## config.mk

```make
export PLATFORM = sky130hd
export DESIGN_NAME = cubic_hermite_resampler_core_flat
export DESIGN_NICKNAME = d
export VERILOG_FILES = /design/src/sv/chr_pkg.sv /design/src/sv/chr_smp_if.sv /design/src/sv/chr_res_if.sv /design/src/sv/chr_cfg_if.sv /design/src/sv/cubic_hermite_resampler_core.sv /design/src/sv/chr_ctrl.sv /design/src/sv/chr_datapath.sv /design/src/flat_wrapper.sv
export SDC_FILE = /design/constraint.sdc
export NUM_CORES = 2
export LEC_CHECK = 0
export ABC_AREA = 1
export BUFFER_PORTS_ARGS = -buffer_cell sky130_fd_sc_hd__buf_4
export CAP_MARGIN = 10
export CORE_ASPECT_RATIO = 1.4
export CORE_UTILIZATION = 59
export CTS_BUF_LIST = sky130_fd_sc_hd__clkbuf_8 sky130_fd_sc_hd__clkbuf_16
export CTS_CLUSTER_SIZE = 40
export DETAILED_ROUTE_END_ITERATION = 10
export MAX_ROUTING_LAYER = met4
export PLACE_DENSITY_LB_ADDON = 0.25
export SETUP_SLACK_MARGIN = 0.5
export SLEW_MARGIN = 10
export SYNTH_ARGS = -nofsm -noshare
export SYNTH_HDL_FRONTEND = slang
export SYNTH_SLANG_ARGS = --single-unit
```

## constraint.sdc

```tcl
create_clock -name i_clk -period 7.15 [get_ports i_clk]
set_clock_uncertainty 0.15 [all_clocks]
set_input_delay 0.3575 -clock i_clk [delete_from_list [all_inputs] [get_ports i_clk]]
set_output_delay 0.3575 -clock i_clk [all_outputs]
set_load 0.1 [all_outputs]
```

## src/sv/chr_pkg.sv

```systemverilog
package chr_pkg;

    localparam int CHAN_COUNT   = 8;
    localparam int SAMPLE_BITS  = 24;
    localparam int FRAC_BITS    = 16;
    localparam int CHAN_BITS    = 3;

    localparam int RATIO_BITS = FRAC_BITS + 4;
    localparam int POS_BITS   = FRAC_BITS + 5;
    localparam int ACT_BITS   = 4;
    localparam int T_BITS     = FRAC_BITS + 1;
    localparam int COEF_BITS  = SAMPLE_BITS + 4;
    localparam int H_BITS     = SAMPLE_BITS + 6;
    localparam int PROD_BITS  = H_BITS + T_BITS;
    localparam int Y_BITS     = H_BITS + 1;

    localparam int RES_LIMIT = 32;
    localparam int CNT_BITS  = $clog2(RES_LIMIT + 1);

    localparam int ONE_POS    = 1 << FRAC_BITS;
    localparam int ROUND_HALF = 1 << FRAC_BITS;

    localparam int CFG_IDX_BITS  = 4;
    localparam int CFG_DATA_BITS = RATIO_BITS;

    localparam logic [CFG_IDX_BITS-1:0] CFG_RATE_RATIO      = CFG_IDX_BITS'(0);
    localparam logic [CFG_IDX_BITS-1:0] CFG_ACTIVE_CHANNELS = CFG_IDX_BITS'(1);

    localparam logic [RATIO_BITS-1:0] RATIO_RESET  = RATIO_BITS'(ONE_POS);
    localparam logic [ACT_BITS-1:0]   ACTIVE_RESET = ACT_BITS'(1);

    localparam logic [1:0] PCNT_CUR  = 2'd0;
    localparam logic [1:0] PCNT_NEXT = 2'd1;
    localparam logic [1:0] PCNT_LAST = 2'd2;

    localparam logic signed [SAMPLE_BITS-1:0] SAMPLE_MAX = {1'b0, {(SAMPLE_BITS-1){1'b1}}};
    localparam logic signed [SAMPLE_BITS-1:0] SAMPLE_MIN = {1'b1, {(SAMPLE_BITS-1){1'b0}}};

    typedef enum logic [3:0] {
        OP_NONE,
        OP_LOAD,
        OP_UPDATE,
        OP_COEF,
        OP_MUL_A,
        OP_ADD_B,
        OP_MUL_H,
        OP_ADD_C,
        OP_ROUND,
        OP_EMIT,
        OP_BYPASS
    } t_dp_op;

    typedef struct packed {
        logic inactive;
        logic bypass;
        logic prime_hold;
        logic more;
        logic out_free;
    } t_dp_stat;

    typedef enum logic [3:0] {
        ST_IDLE,
        ST_UPDATE,
        ST_COEF,
        ST_CHECK,
        ST_MUL_A,
        ST_ADD_B,
        ST_MUL_B,
        ST_ADD_C,
        ST_MUL_C,
        ST_ROUND,
        ST_EMIT,
        ST_BYPASS
    } t_ctl_state;

endpackage

```

## src/sv/chr_smp_if.sv

```systemverilog
interface chr_smp_if;
    import chr_pkg::*;

    logic                          valid;
    logic                          ready;
    logic [CHAN_BITS-1:0]          channel;
    logic signed [SAMPLE_BITS-1:0] sample_in;

    modport source (output valid, output channel, output sample_in, input ready);
    modport sink (input valid, input channel, input sample_in, output ready);

endinterface

```

## src/sv/chr_res_if.sv

```systemverilog
interface chr_res_if;
    import chr_pkg::*;

    logic                          valid;
    logic                          ready;
    logic [CHAN_BITS-1:0]          channel_out;
    logic signed [SAMPLE_BITS-1:0] sample_out;
    logic                          last;

    modport source (output valid, output channel_out, output sample_out, output last,
                    input ready);
    modport sink (input valid, input channel_out, input sample_out, input last,
                  output ready);

endinterface

```

## src/sv/chr_cfg_if.sv

```systemverilog
interface chr_cfg_if;
    import chr_pkg::*;

    logic                     valid;
    logic                     ready;
    logic [CFG_IDX_BITS-1:0]  index;
    logic [CFG_DATA_BITS-1:0] data;

    modport source (output valid, output index, output data, input ready);
    modport sink (input valid, input index, input data, output ready);

endinterface

```

## src/sv/cubic_hermite_resampler_core.sv

```systemverilog
// Multichannel sample-rate converter with 4-point cubic Hermite (Catmull-Rom)
// interpolation. Each transaction on i_smp carries one channel-tagged signed
// Q1.23 sample; o_res returns the interpolated samples it causes, tagged with
// the same channel, with last set on the final one. Every channel keeps its
// own four-sample history, Q.16 read position and priming count. After reset
// or any write to rate_ratio (index 0, unsigned Q4.16 input over output rate)
// or active_channels (index 1), every channel re-primes: its first three
// samples fill the history and the third already produces output. A ratio of
// exactly 1.0 passes each sample straight through as one result. Samples on a
// channel at or above active_channels are dropped silently. At most 32
// results follow one input. Write configuration only while the block is idle;
// i_cfg is always ready.
// Timing: one input is processed at a time. A sample that is dropped or only
// primes the history is loaded and updated; a bypassed sample then waits for
// a free output register. Each Horner result needs three passes through one
// shared 30x17 multiplier, the first two each followed by a registered add,
// the third by a rounding and saturation step. A registered output stage
// holds the newest result, so the datapath keeps computing the next one
// while the sink stalls.
module cubic_hermite_resampler_core (
    input  logic      i_clk,
    input  logic      i_rst_n,
    chr_smp_if.sink   i_smp,
    chr_res_if.source o_res,
    chr_cfg_if.sink   i_cfg
);
    import chr_pkg::*;

    t_dp_op   cmd;
    t_dp_stat stat;
    logic     in_ready;

    // Config writes are never stalled
    assign i_cfg.ready = 1'b1;
    assign i_smp.ready = in_ready;

    // Sequencer: accept, update history, then step the Horner passes
    chr_ctrl u_ctrl (
        .i_clk      (i_clk),
        .i_rst_n    (i_rst_n),
        .i_in_valid (i_smp.valid),
        .o_in_ready (in_ready),
        .i_stat     (stat),
        .o_cmd      (cmd)
    );

    // Per-channel state, config registers, multiplier and output register
    chr_datapath u_datapath (
        .i_clk         (i_clk),
        .i_rst_n       (i_rst_n),
        .i_cmd         (cmd),
        .o_stat        (stat),
        .i_in_channel  (i_smp.channel),
        .i_in_sample   (i_smp.sample_in),
        .i_cfg_valid   (i_cfg.valid),
        .i_cfg_index   (i_cfg.index),
        .i_cfg_data    (i_cfg.data),
        .o_out_valid   (o_res.valid),
        .i_out_ready   (o_res.ready),
        .o_out_channel (o_res.channel_out),
        .o_out_sample  (o_res.sample_out),
        .o_out_last    (o_res.last)
    );

endmodule

```

## src/sv/chr_ctrl.sv

```systemverilog
module chr_ctrl (
    input  logic              i_clk,
    input  logic              i_rst_n,
    input  logic              i_in_valid,
    output logic              o_in_ready,
    input  chr_pkg::t_dp_stat i_stat,
    output chr_pkg::t_dp_op   o_cmd
);
    import chr_pkg::*;

    t_ctl_state r_state;
    t_ctl_state n_state;

    always_ff @(posedge i_clk) begin
        if (!i_rst_n) begin
            r_state <= ST_IDLE;
        end else begin
            r_state <= n_state;
        end
    end

    always_comb begin
        n_state    = r_state;
        o_cmd      = OP_NONE;
        o_in_ready = 1'b0;
        unique case (r_state)
            ST_IDLE: begin
                o_in_ready = 1'b1;
                if (i_in_valid) begin
                    o_cmd   = OP_LOAD;
                    n_state = ST_UPDATE;
                end
            end
            ST_UPDATE: begin
                o_cmd = OP_UPDATE;
                priority if (i_stat.inactive) begin
                    n_state = ST_IDLE;
                end else if (i_stat.bypass) begin
                    n_state = ST_BYPASS;
                end else if (i_stat.prime_hold) begin
                    n_state = ST_IDLE;
                end else begin
                    n_state = ST_COEF;
                end
            end
            ST_COEF: begin
                o_cmd   = OP_COEF;
                n_state = ST_CHECK;
            end
            ST_CHECK: begin
                n_state = i_stat.more ? ST_MUL_A : ST_IDLE;
            end
            ST_MUL_A: begin
                o_cmd   = OP_MUL_A;
                n_state = ST_ADD_B;
            end
            ST_ADD_B: begin
                o_cmd   = OP_ADD_B;
                n_state = ST_MUL_B;
            end
            ST_MUL_B: begin
                o_cmd   = OP_MUL_H;
                n_state = ST_ADD_C;
            end
            ST_ADD_C: begin
                o_cmd   = OP_ADD_C;
                n_state = ST_MUL_C;
            end
            ST_MUL_C: begin
                o_cmd   = OP_MUL_H;
                n_state = ST_ROUND;
            end
            ST_ROUND: begin
                o_cmd   = OP_ROUND;
                n_state = ST_EMIT;
            end
            ST_EMIT: begin
                if (i_stat.out_free) begin
                    o_cmd   = OP_EMIT;
                    n_state = ST_CHECK;
                end
            end
            ST_BYPASS: begin
                if (i_stat.out_free) begin
                    o_cmd   = OP_BYPASS;
                    n_state = ST_IDLE;
                end
            end
            default: begin
                n_state = ST_IDLE;
            end
        endcase
    end

endmodule

```

## src/sv/chr_datapath.sv

```systemverilog
module chr_datapath (
    input  logic                                   i_clk,
    input  logic                                   i_rst_n,
    input  chr_pkg::t_dp_op                        i_cmd,
    output chr_pkg::t_dp_stat                      o_stat,
    input  logic [chr_pkg::CHAN_BITS-1:0]          i_in_channel,
    input  logic signed [chr_pkg::SAMPLE_BITS-1:0] i_in_sample,
    input  logic                                   i_cfg_valid,
    input  logic [chr_pkg::CFG_IDX_BITS-1:0]       i_cfg_index,
    input  logic [chr_pkg::CFG_DATA_BITS-1:0]      i_cfg_data,
    output logic                                   o_out_valid,
    input  logic                                   i_out_ready,
    output logic [chr_pkg::CHAN_BITS-1:0]          o_out_channel,
    output logic signed [chr_pkg::SAMPLE_BITS-1:0] o_out_sample,
    output logic                                   o_out_last
);
    import chr_pkg::*;

    // Config
    logic [RATIO_BITS-1:0] r_ratio;
    logic [ACT_BITS-1:0]   r_active;

    // Current item
    logic [CHAN_BITS-1:0]          r_ch;
    logic signed [SAMPLE_BITS-1:0] r_smp;

    // Per-channel state
    logic signed [SAMPLE_BITS-1:0] r_prev  [CHAN_COUNT];
    logic signed [SAMPLE_BITS-1:0] r_cur   [CHAN_COUNT];
    logic signed [SAMPLE_BITS-1:0] r_next  [CHAN_COUNT];
    logic signed [SAMPLE_BITS-1:0] r_next2 [CHAN_COUNT];
    logic [POS_BITS-1:0]           r_pos   [CHAN_COUNT];
    logic [1:0]                    r_pcnt  [CHAN_COUNT];
    logic                          r_nprime[CHAN_COUNT];

    // Horner working registers
    logic signed [COEF_BITS-1:0]   r_a;
    logic signed [COEF_BITS-1:0]   r_b;
    logic signed [COEF_BITS-1:0]   r_c;
    logic signed [H_BITS-1:0]      r_h;
    logic signed [PROD_BITS-1:0]   r_prod;
    logic signed [SAMPLE_BITS-1:0] r_y;
    logic [CNT_BITS-1:0]           r_n;

    // Output register
    logic                          r_out_valid;
    logic [CHAN_BITS-1:0]          r_out_ch;
    logic signed [SAMPLE_BITS-1:0] r_out_smp;
    logic                          r_out_last;

    logic                          cfg_hit;
    logic [POS_BITS-1:0]           cur_pos;
    logic [POS_BITS-1:0]           pos_step;
    logic                          res_last;
    logic signed [COEF_BITS-1:0]   p_x;
    logic signed [COEF_BITS-1:0]   c0_x;
    logic signed [COEF_BITS-1:0]   c1_x;
    logic signed [COEF_BITS-1:0]   c2_x;
    logic signed [COEF_BITS-1:0]   d_x;
    logic signed [COEF_BITS-1:0]   a_val;
    logic signed [COEF_BITS-1:0]   b_val;
    logic signed [COEF_BITS-1:0]   c_val;
    logic signed [T_BITS-1:0]      t_s;
    logic signed [H_BITS-1:0]      mul_op;
    logic signed [PROD_BITS-1:0]   mul_res;
    logic signed [PROD_BITS-1:0]   rnd_sum;
    logic signed [PROD_BITS-1:0]   rnd_shift;
    logic signed [Y_BITS-1:0]      y_wide;
    logic signed [SAMPLE_BITS-1:0] y_sat;
    logic                          upd_en;
    logic                          emit_any;

    assign cfg_hit = i_cfg_valid &&
                     (i_cfg_index == CFG_RATE_RATIO || i_cfg_index == CFG_ACTIVE_CHANNELS);

    assign cur_pos  = r_pos[r_ch];
    assign pos_step = cur_pos + POS_BITS'(r_ratio);
    assign res_last = (pos_step >= POS_BITS'(ONE_POS)) || (r_n == CNT_BITS'(RES_LIMIT - 1));

    assign o_stat.inactive   = (ACT_BITS'(r_ch) >= r_active) || (int'(r_ch) >= CHAN_COUNT);
    assign o_stat.bypass     = (r_ratio == RATIO_RESET);
    assign o_stat.prime_hold = r_nprime[r_ch] && !r_pcnt[r_ch][1];
    assign o_stat.more       = (cur_pos < POS_BITS'(ONE_POS)) && (r_n < CNT_BITS'(RES_LIMIT));
    assign o_stat.out_free   = !r_out_valid || i_out_ready;

    assign upd_en   = (i_cmd == OP_UPDATE) && !o_stat.inactive && !o_stat.bypass;
    assign emit_any = (i_cmd == OP_EMIT) || (i_cmd == OP_BYPASS);

    // Doubled Catmull-Rom coefficients, exact
    assign p_x   = COEF_BITS'(r_prev[r_ch]);
    assign c0_x  = COEF_BITS'(r_cur[r_ch]);
    assign c1_x  = COEF_BITS'(r_next[r_ch]);
    assign c2_x  = COEF_BITS'(r_next2[r_ch]);
    assign d_x   = c0_x - c1_x;
    assign a_val = (d_x <<< 1) + d_x - p_x + c2_x;
    assign b_val = (c1_x <<< 2) + (p_x <<< 1) - ((c0_x <<< 2) + c0_x) - c2_x;
    assign c_val = c1_x - p_x;

    // Shared multiplier: coefficient or partial sum times the fraction
    assign t_s     = signed'({1'b0, cur_pos[FRAC_BITS-1:0]});
    assign mul_op  = (i_cmd == OP_MUL_A) ? H_BITS'(r_a) : r_h;
    assign mul_res = mul_op * t_s;

    assign rnd_sum   = r_prod + PROD_BITS'(ROUND_HALF);
    assign rnd_shift = rnd_sum >>> (FRAC_BITS + 1);
    assign y_wide    = Y_BITS'(r_cur[r_ch]) + Y_BITS'(rnd_shift);

    always_comb begin
        priority if (y_wide > Y_BITS'(SAMPLE_MAX)) begin
            y_sat = SAMPLE_MAX;
        end else if (y_wide < Y_BITS'(SAMPLE_MIN)) begin
            y_sat = SAMPLE_MIN;
        end else begin
            y_sat = SAMPLE_BITS'(y_wide);
        end
    end

    // Control state: config, priming, result count, output valid
    always_ff @(posedge i_clk) begin
        if (!i_rst_n) begin
            r_ratio     <= RATIO_RESET;
            r_active    <= ACTIVE_RESET;
            r_out_valid <= 1'b0;
            r_n         <= '0;
            for (int i = 0; i < CHAN_COUNT; i++) begin
                r_pcnt[i]   <= PCNT_CUR;
                r_nprime[i] <= 1'b1;
            end
        end else begin
            if (emit_any) begin
                r_out_valid <= 1'b1;
            end else if (i_out_ready) begin
                r_out_valid <= 1'b0;
            end

            if (i_cmd == OP_COEF) begin
                r_n <= '0;
            end else if (i_cmd == OP_EMIT) begin
                r_n <= r_n + CNT_BITS'(1);
            end

            if (upd_en && r_nprime[r_ch]) begin
                unique case (r_pcnt[r_ch])
                    PCNT_CUR:  r_pcnt[r_ch] <= PCNT_NEXT;
                    PCNT_NEXT: r_pcnt[r_ch] <= PCNT_LAST;
                    default: begin
                        r_pcnt[r_ch]   <= PCNT_CUR;
                        r_nprime[r_ch] <= 1'b0;
                    end
                endcase
            end

            // A write to rate_ratio or active_channels re-primes every channel
            if (cfg_hit) begin
                if (i_cfg_index == CFG_RATE_RATIO) begin
                    r_ratio <= i_cfg_data[RATIO_BITS-1:0];
                end else begin
                    r_active <= i_cfg_data[ACT_BITS-1:0];
                end
                for (int i = 0; i < CHAN_COUNT; i++) begin
                    r_pcnt[i]   <= PCNT_CUR;
                    r_nprime[i] <= 1'b1;
                end
            end
        end
    end

    // Payload: current item, history, position, Horner pipeline, output data
    always_ff @(posedge i_clk) begin
        if (i_cmd == OP_LOAD) begin
            r_ch  <= i_in_channel;
            r_smp <= i_in_sample;
        end

        if (upd_en) begin
            if (r_nprime[r_ch]) begin
                unique case (r_pcnt[r_ch])
                    PCNT_CUR:  r_cur[r_ch]  <= r_smp;
                    PCNT_NEXT: r_next[r_ch] <= r_smp;
                    default: begin
                        r_next2[r_ch] <= r_smp;
                        r_prev[r_ch]  <= '0;
                        r_pos[r_ch]   <= '0;
                    end
                endcase
            end else begin
                r_prev[r_ch]  <= r_cur[r_ch];
                r_cur[r_ch]   <= r_next[r_ch];
                r_next[r_ch]  <= r_next2[r_ch];
                r_next2[r_ch] <= r_smp;
                if (cur_pos >= POS_BITS'(ONE_POS)) begin
                    r_pos[r_ch] <= cur_pos - POS_BITS'(ONE_POS);
                end else begin
                    r_pos[r_ch] <= '0;
                end
            end
        end

        if (i_cmd == OP_COEF) begin
            r_a <= a_val;
            r_b <= b_val;
            r_c <= c_val;
        end

        if (i_cmd == OP_MUL_A || i_cmd == OP_MUL_H) begin
            r_prod <= mul_res;
        end

        if (i_cmd == OP_ADD_B) begin
            r_h <= H_BITS'(r_prod >>> FRAC_BITS) + H_BITS'(r_b);
        end else if (i_cmd == OP_ADD_C) begin
            r_h <= H_BITS'(r_prod >>> FRAC_BITS) + H_BITS'(r_c);
        end

        if (i_cmd == OP_ROUND) begin
            r_y <= y_sat;
        end

        if (i_cmd == OP_EMIT) begin
            r_pos[r_ch] <= pos_step;
            r_out_ch    <= r_ch;
            r_out_smp   <= r_y;
            r_out_last  <= res_last;
        end else if (i_cmd == OP_BYPASS) begin
            r_out_ch   <= r_ch;
            r_out_smp  <= r_smp;
            r_out_last <= 1'b1;
        end
    end

    assign o_out_valid   = r_out_valid;
    assign o_out_channel = r_out_ch;
    assign o_out_sample  = r_out_smp;
    assign o_out_last    = r_out_last;

endmodule

```

## src/flat_wrapper.sv

```systemverilog
// flat-port wrapper written by rule: the top's interface ports become plain ports
module cubic_hermite_resampler_core_flat import chr_pkg::*;
  (i_clk, i_rst_n, i_smp_valid, i_smp_channel, i_smp_sample_in, i_smp_ready, o_res_valid, o_res_channel_out, o_res_sample_out, o_res_last, o_res_ready, i_cfg_valid, i_cfg_index, i_cfg_data, i_cfg_ready);
  chr_smp_if i_smp_i ();
  chr_res_if o_res_i ();
  chr_cfg_if i_cfg_i ();
  input  logic i_clk;
  input  logic i_rst_n;
  input wire logic [$bits(i_smp_i.valid)-1:0] i_smp_valid;
  input wire logic [$bits(i_smp_i.channel)-1:0] i_smp_channel;
  input wire logic [$bits(i_smp_i.sample_in)-1:0] i_smp_sample_in;
  output wire logic [$bits(i_smp_i.ready)-1:0] i_smp_ready;
  output wire logic [$bits(o_res_i.valid)-1:0] o_res_valid;
  output wire logic [$bits(o_res_i.channel_out)-1:0] o_res_channel_out;
  output wire logic [$bits(o_res_i.sample_out)-1:0] o_res_sample_out;
  output wire logic [$bits(o_res_i.last)-1:0] o_res_last;
  input wire logic [$bits(o_res_i.ready)-1:0] o_res_ready;
  input wire logic [$bits(i_cfg_i.valid)-1:0] i_cfg_valid;
  input wire logic [$bits(i_cfg_i.index)-1:0] i_cfg_index;
  input wire logic [$bits(i_cfg_i.data)-1:0] i_cfg_data;
  output wire logic [$bits(i_cfg_i.ready)-1:0] i_cfg_ready;
  assign i_smp_i.valid = i_smp_valid;
  assign i_smp_i.channel = i_smp_channel;
  assign i_smp_i.sample_in = i_smp_sample_in;
  assign i_smp_ready = i_smp_i.ready;
  assign o_res_valid = o_res_i.valid;
  assign o_res_channel_out = o_res_i.channel_out;
  assign o_res_sample_out = o_res_i.sample_out;
  assign o_res_last = o_res_i.last;
  assign o_res_i.ready = o_res_ready;
  assign i_cfg_i.valid = i_cfg_valid;
  assign i_cfg_i.index = i_cfg_index;
  assign i_cfg_i.data = i_cfg_data;
  assign i_cfg_ready = i_cfg_i.ready;
  cubic_hermite_resampler_core u_core (.i_clk(i_clk), .i_rst_n(i_rst_n), .i_smp(i_smp_i), .o_res(o_res_i), .i_cfg(i_cfg_i));
endmodule
```

# == Yosys cells after proc, flatten, opt, wreduce, memory -nomap -nowiden ==
# Memory sizes are Yosys's and may differ from the RTL's. A register that Yosys moved wholly into a read port is not among the register bits.
# Cells that the tools add are included.
# W data, S select, Z words.
# word_totals
register_bits,272
in_bits,56
mem_bits_rw,960
out_inout_bits,31
mem_count,7
# op_classes
n_mux,101
multipliers,1
addsub,16
n_eq_ne,60
reduce_logical,29
order_cmp,7
n_bitwise,123
# mem_list
memory,words,word_bits,read_ports,rd_ports_with_merged_regs,write_ports,line_no,text
u_core.u_datapath.r_cur,8,24,1,1,1,chr_datapath.sv:29,logic signed [SAMPLE_BITS-1:0] r_cur [CHAN_COUNT];
u_core.u_datapath.r_next,8,24,1,1,1,chr_datapath.sv:30,logic signed [SAMPLE_BITS-1:0] r_next [CHAN_COUNT];
u_core.u_datapath.r_next2,8,24,1,1,1,chr_datapath.sv:31,logic signed [SAMPLE_BITS-1:0] r_next2 [CHAN_COUNT];
u_core.u_datapath.r_prev,8,24,1,1,1,chr_datapath.sv:28,logic signed [SAMPLE_BITS-1:0] r_prev [CHAN_COUNT];
u_core.u_datapath.r_pos,8,21,1,1,1,chr_datapath.sv:32,logic [POS_BITS-1:0] r_pos [CHAN_COUNT];
u_core.u_datapath.r_pcnt,8,2,1,1,8,chr_datapath.sv:33,logic [1:0] r_pcnt [CHAN_COUNT];
1 more memories,-,-,-,-,-,-,
# ops
op,n
$mux W24,7
$eq A3 B3 Y1 const B,32
$mux W30,3
$and A1 B1 Y1,64
$mux W21,3
$mux W1,55
$add A26 B25 Y27,2
$sub A24 B24 Y25,2
$pmux W4 S12,1
$add A47 B18 Y47 const B,1
$mul A30 B17 Y47,1
$ge A21 B17 Y1 const B,2
$pmux W4 S10,1
$mux W3,12
$not A1 Y1,34
$eq A4 B3 Y1 const B,8
$add A24 B30 Y31,1
$gt A31 B24 Y1 const B,1
$lt A31 B24 Y1 const B,1
$add A30 B25 Y30,1
$add A30 B28 Y30,1
$add A28 B24 Y28,1
$eq A4 B4 Y1 const B,7
$mux W4,7
other kinds (29),89

# == Depth between registers and ports, before layout ==
# logic_depth
ltp_word,23
depth_mapped,35
depth_no_buf,34

# == Cells and area by module ==
# Synthesis repeated with hierarchy kept, for this count alone.
# unflattened
hier_cells,8064
area_unflattened_um2,78824.3
# modules_own_cells
module,n_inst,cells_per_inst,area_per_inst_um2,seq_area_each_um2
chr_datapath,1,7993,78440.2,36064.6
chr_ctrl,1,69,372.9,80.1
cubic_hermite_resampler_core,1,2,11.3,0.0

# == Worst setup path before layout ==
# OpenSTA, ideal clock, no wires.
# synth_timing
path_type,register to register
startpoint,register with a tool-made name
endpoint,"register u_core.u_datapath.r_prod[46], data pin"
arrival_time_ns,6.292
required_time_ns,6.748
stages_incl_launch_ff,28
setup_ns,0.252
n_path_buf,3
path_slack_ns,0.456
cell_sequence,dfxtp_1 buf_4 clkbuf_1 o21ai_0 o211ai_1 nand2_2 clkinv_1 clkbuf_1 nand2_1 fa_1 fa_1 inv_1 fa_1 fa_1 fa_1 inv_1 fa_1 inv_1 ha_1 nand2_1 nor2_1 nor2_1 a21boi_0 nor2_1 a211oi_1 nand2_1 nand2_1 nand2_1
# synth_lines
element,line_no,text
"end signal, assigned",chr_datapath.sv:206,r_prod <= mul_res;
"end, declared",chr_datapath.sv:41,logic signed [PROD_BITS-1:0] r_prod;

==> results.json <==
{
  "status": "finished, final reports clean",
  "firstDrtPassIters": 9,
  "n_antenna_cell": 0,
  "placed_cells": 10400,
  "syn-num-nets": 9135,
  "required_ns": 7.44,
  "synthArstFlopShare_pct": 0,
  "rsz0062_at_grt": "true",
  "post-route-period-util_pct": 97.6,
  "cp_max_fo": 7,
  "path_class": "reg -> reg",
  "area_growth_pct": 19.4,
  "worstSetupStartpointType": "flip-flop",
  "grt_first_pass_wirelength_um": 397000,
  "io_buffers": 85,
  "rr_endpoint": "u_core.u_datapath.r_prod[45]$_DFFE_PP_",
  "root_buffer": "clkbuf_16",
  "drt_wl_total_um": 278000,
  "gp_congestion": 1.11,
  "yosysSeqAreaShare_pct": 45.8,
  "fin_nets": 9890,
  "cts_tree": "done",
  "final_common_cell": "nand2_1",
  "remaining_drc_errors": 0,
  "antenna_found_initial": 2,
  "most-common-layout-cells": "nand2_1 (1348), inv_1 (1248), edfxtp_1 (1173)",
  "cts_max_level": 3,
  "cpMostUsedCell": "fa_1",
  "path_clk_slew_ns": 0.07,
  "min_to": "u_core.u_datapath.r_active[3]$_SDFFE_PN0P_",
  "maxCapViolations": 0,
  "wl_per_cell_um": 25.8,
  "ys_ff_latch": 1219,
  "grt_use_total_pct": 41.5,
  "place_area_um2": 85800,
  "vias_per_cell": 5.93,
  "drive_above_1_share_pct": 16.9,
  "coreArea_um2": 132000,
  "critPathMaxStageDelay_ns": 0.61,
  "final.fill_count": 9590,
  "vias": 64000,
  "final_area_um2": 94100,
  "fin_crit_ns": 6.98,
  "ios": 87,
  "min_path_cells": 5,
  "clock_path_buffers": 3,
  "critPathCaptureType": "flip-flop",
  "die_h_um": 435,
  "crit_arrival_ns": 7.27,
  "maxSlewHeadroom_pct": 14.1,
  "reg2reg_depth": 30,
  "initial_utilization_pct": 59.5,
  "fin_util_pct": 71.0,
  "grt_pass1_vias": 64400,
  "avgSynthCellArea_um2": 9.63,
  "synth-main-ff-cell": "edfxtp_1",
  "insertion_delay_ns": 0.79,
  "postRouteAntennaNets": 0,
  "rrSetupSlack_ns": 0.17,
  "crit_slowest_cell": "fa_2",
  "finalHoldViolCount": 0,
  "syn_inst": 8186,
  "slew_violations": 0,
  "rows": 158,
  "drt_iter0_markers": 6337,
  "die_area_um2": 135000,
  "fin_cells": 10800,
  "dp_hpwl_um": 200000,
  "cts_buffers": 109,
  "tightest_slew_ns": 1.29,
  "max_freq_mhz": 143,
  "cts_num_sinks": 1219,
  "setup_violations": 0,
  "synth_edf_count": 1173,
  "yosysWarnings": 0,
  "synth.distinct_cells": 55,
  "netlist_area_um2": 78800,
  "grt-ovfl-total": 0,
  "hp-start": "i_cfg_index[2]",
  "worst_hold_path_type": "in -> reg",
  "die_w_um": 311,
  "grt_max_degree": 107
}
==> area by class of cell <==
class	count	area [um^2]	share of cell area, %
Tap cell	1760	2200	2.34
Timing Repair inverter	3	31.3	0.0332
Sequential cell	1219	36200	38.4
Inverter	1325	5040	5.36
Timing Repair Buffer	925	8600	9.14
Clock buffer	110	2750	2.93
Multi-Input combinational cell	5358	38500	40.9
Clock inverter	90	815	0.866
==> metrics by stage <==
stage | setup TNS (ns) | setup slack (ns) | hold slack (ns)
2_1_floorplan | 0 | 0.554 | 0.283
3_3_place_gp | -0.296 | -0.120 | 0.291
3_5_place_dp | -0.184 | -0.0825 | 0.296
4_1_cts | 0 | 0.307 | 0.0477
5_1_grt | -0.0274 | -0.00996 | 0.155
6_report | 0 | 0.171 | 0.139
==> synth_stat cells, types with 7 or more instances <==
| master | n | share of area, % |
|---|---|---|
| a211oi_1 | 7 | 0.067 |
| a21boi_0 | 10 | 0.095 |
| a21o_1 | 30 | 0.29 |
| a21oi_1 | 283 | 1.8 |
| a31oi_1 | 48 | 0.38 |
| buf_1 | 21 | 0.10 |
| buf_2 | 80 | 0.51 |
| buf_4 | 17 | 0.16 |
| clkbuf_1 | 164 | 0.78 |
| clkinv_1 | 15 | 0.071 |
| dfxtp_1 | 46 | 1.2 |
| edfxtp_1 | 1173 | 45 |
| fa_1 | 589 | 15 |
| ha_1 | 304 | 4.8 |
| inv_1 | 1296 | 6.2 |
| inv_2 | 14 | 0.067 |
| nand2_1 | 1407 | 6.7 |
| nand3_1 | 153 | 0.97 |
| nand3b_1 | 7 | 0.067 |
| nand4_1 | 47 | 0.37 |
| nor2_1 | 1106 | 5.3 |
| nor3_1 | 46 | 0.29 |
| nor4_1 | 17 | 0.13 |
| o211ai_1 | 22 | 0.21 |
| o21a_1 | 8 | 0.076 |
| o21ai_0 | 671 | 4.3 |
| o21ai_1 | 103 | 0.65 |
| o21ai_2 | 20 | 0.22 |
| o21bai_1 | 27 | 0.26 |
| o221ai_1 | 16 | 0.18 |
| o22ai_1 | 184 | 1.5 |
| or2_2 | 7 | 0.056 |
| xnor2_1 | 61 | 0.68 |
| xor2_1 | 143 | 1.6 |
==> cells by family (layout without fill, tap and decap cells) <==
logic type / Yosys count / after routing / synth area share, %
AND/OR/NAND/NOR: 2816 / 2816 / 14.1
buffers and inverters: 1609 / 2453 / 7.88
AO/OA/AOI/OAI: 1444 / 1444 / 10.1
flip-flops: 1219 / 1219 / 45.8
adder cells (fa/ha/maj): 893 / 893 / 19.8
XOR/XNOR: 204 / 204 / 2.27
other: 1 / 1 / 0.00476
==> worst max-delay path by stage <==
stage / depth (start not counted) / slack [ns] / to / startpoint
final: 30 / 0.17 / u_core.u_datapath.r_prod[45]$_DFFE_PP_ / flip-flop
after global routing: 32 / -0.01 / u_core.u_datapath.r_prod[43]$_DFFE_PP_ / flip-flop
after global placement: 32 / -0.12 / u_core.u_datapath.r_prod[40]$_DFFE_PP_ / u_core.u_ctrl.r_state[2]$_SDFFE_PN0P_
after detailed placement: 28 / -0.08 / u_core.u_datapath.r_prod[44]$_DFFE_PP_ / u_core.u_ctrl.r_state[2]$_SDFFE_PN0P_
after CTS: 29 / 0.31 / u_core.u_datapath.r_a[19]$_DFFE_PP_ / flip-flop
after floorplan: 26 / 0.55 / u_core.u_datapath.r_prod[45]$_DFFE_PP_ / flip-flop
==> per-layer routing <==
metal / routed length [um] / share of wire (%) / track usage, % / vias up
li1: - / - / - / 28300
met1: 89900 / 32 / 43.7 / 31000
met2: 138000 / 50 / 70.1 / 3642
met3: 21900 / 7.9 / 5.49 / 1071
met4: 28400 / 10 / 34.5 / 0
met5: 0 / 0 / - / -
==> registers in the layout, indices dropped and copies added, names as in the netlist, 4 cells and up, named ones only <==
signal	cells
u_core.u_datapath.r_pos	168
u_core.u_datapath.r_c	25
u_core.u_ctrl.r_state	4
u_core.u_datapath.o_out_sample	24
u_core.u_datapath.r_smp	24
u_core.u_datapath.r_next	192
u_core.u_datapath.r_cur	192
u_core.u_datapath.r_prod	31
u_core.u_datapath.r_active	4
u_core.u_datapath.r_a	28
u_core.u_datapath.r_next2	192
u_core.u_datapath.r_nprime	8
u_core.u_datapath.r_ratio	20
u_core.u_datapath.r_n	6
u_core.u_datapath.r_h	30
u_core.u_datapath.r_y	24
u_core.u_datapath.r_pcnt	16
u_core.u_datapath.r_prev	192
u_core.u_datapath.r_b	28
==> critical path: cells and delay by family (launching register included) <==
family	cells	cell delay, ns
buffers and inverters	11	1.27
xor gates and xnor gates	1	0.17
adders and majority gates	7	3.32
DFF	1	0.37
and+or+nand+nor	6	0.58
AOI/OAI and AO/OA	5	0.73
==> timing repair <==
item	in CTS	in global routing
endpoints found under the hold margin	58	0
setup endpoints to repair	60	55
gates cloned	14	15
hold buffers	59	0
resized for setup	331	348
setup buffers	73	49
pin swaps	111	154
Power is left out: the tool's default activity adds up to more than one toggle a clock period on the data nets, which glitch-free logic cannot reach.
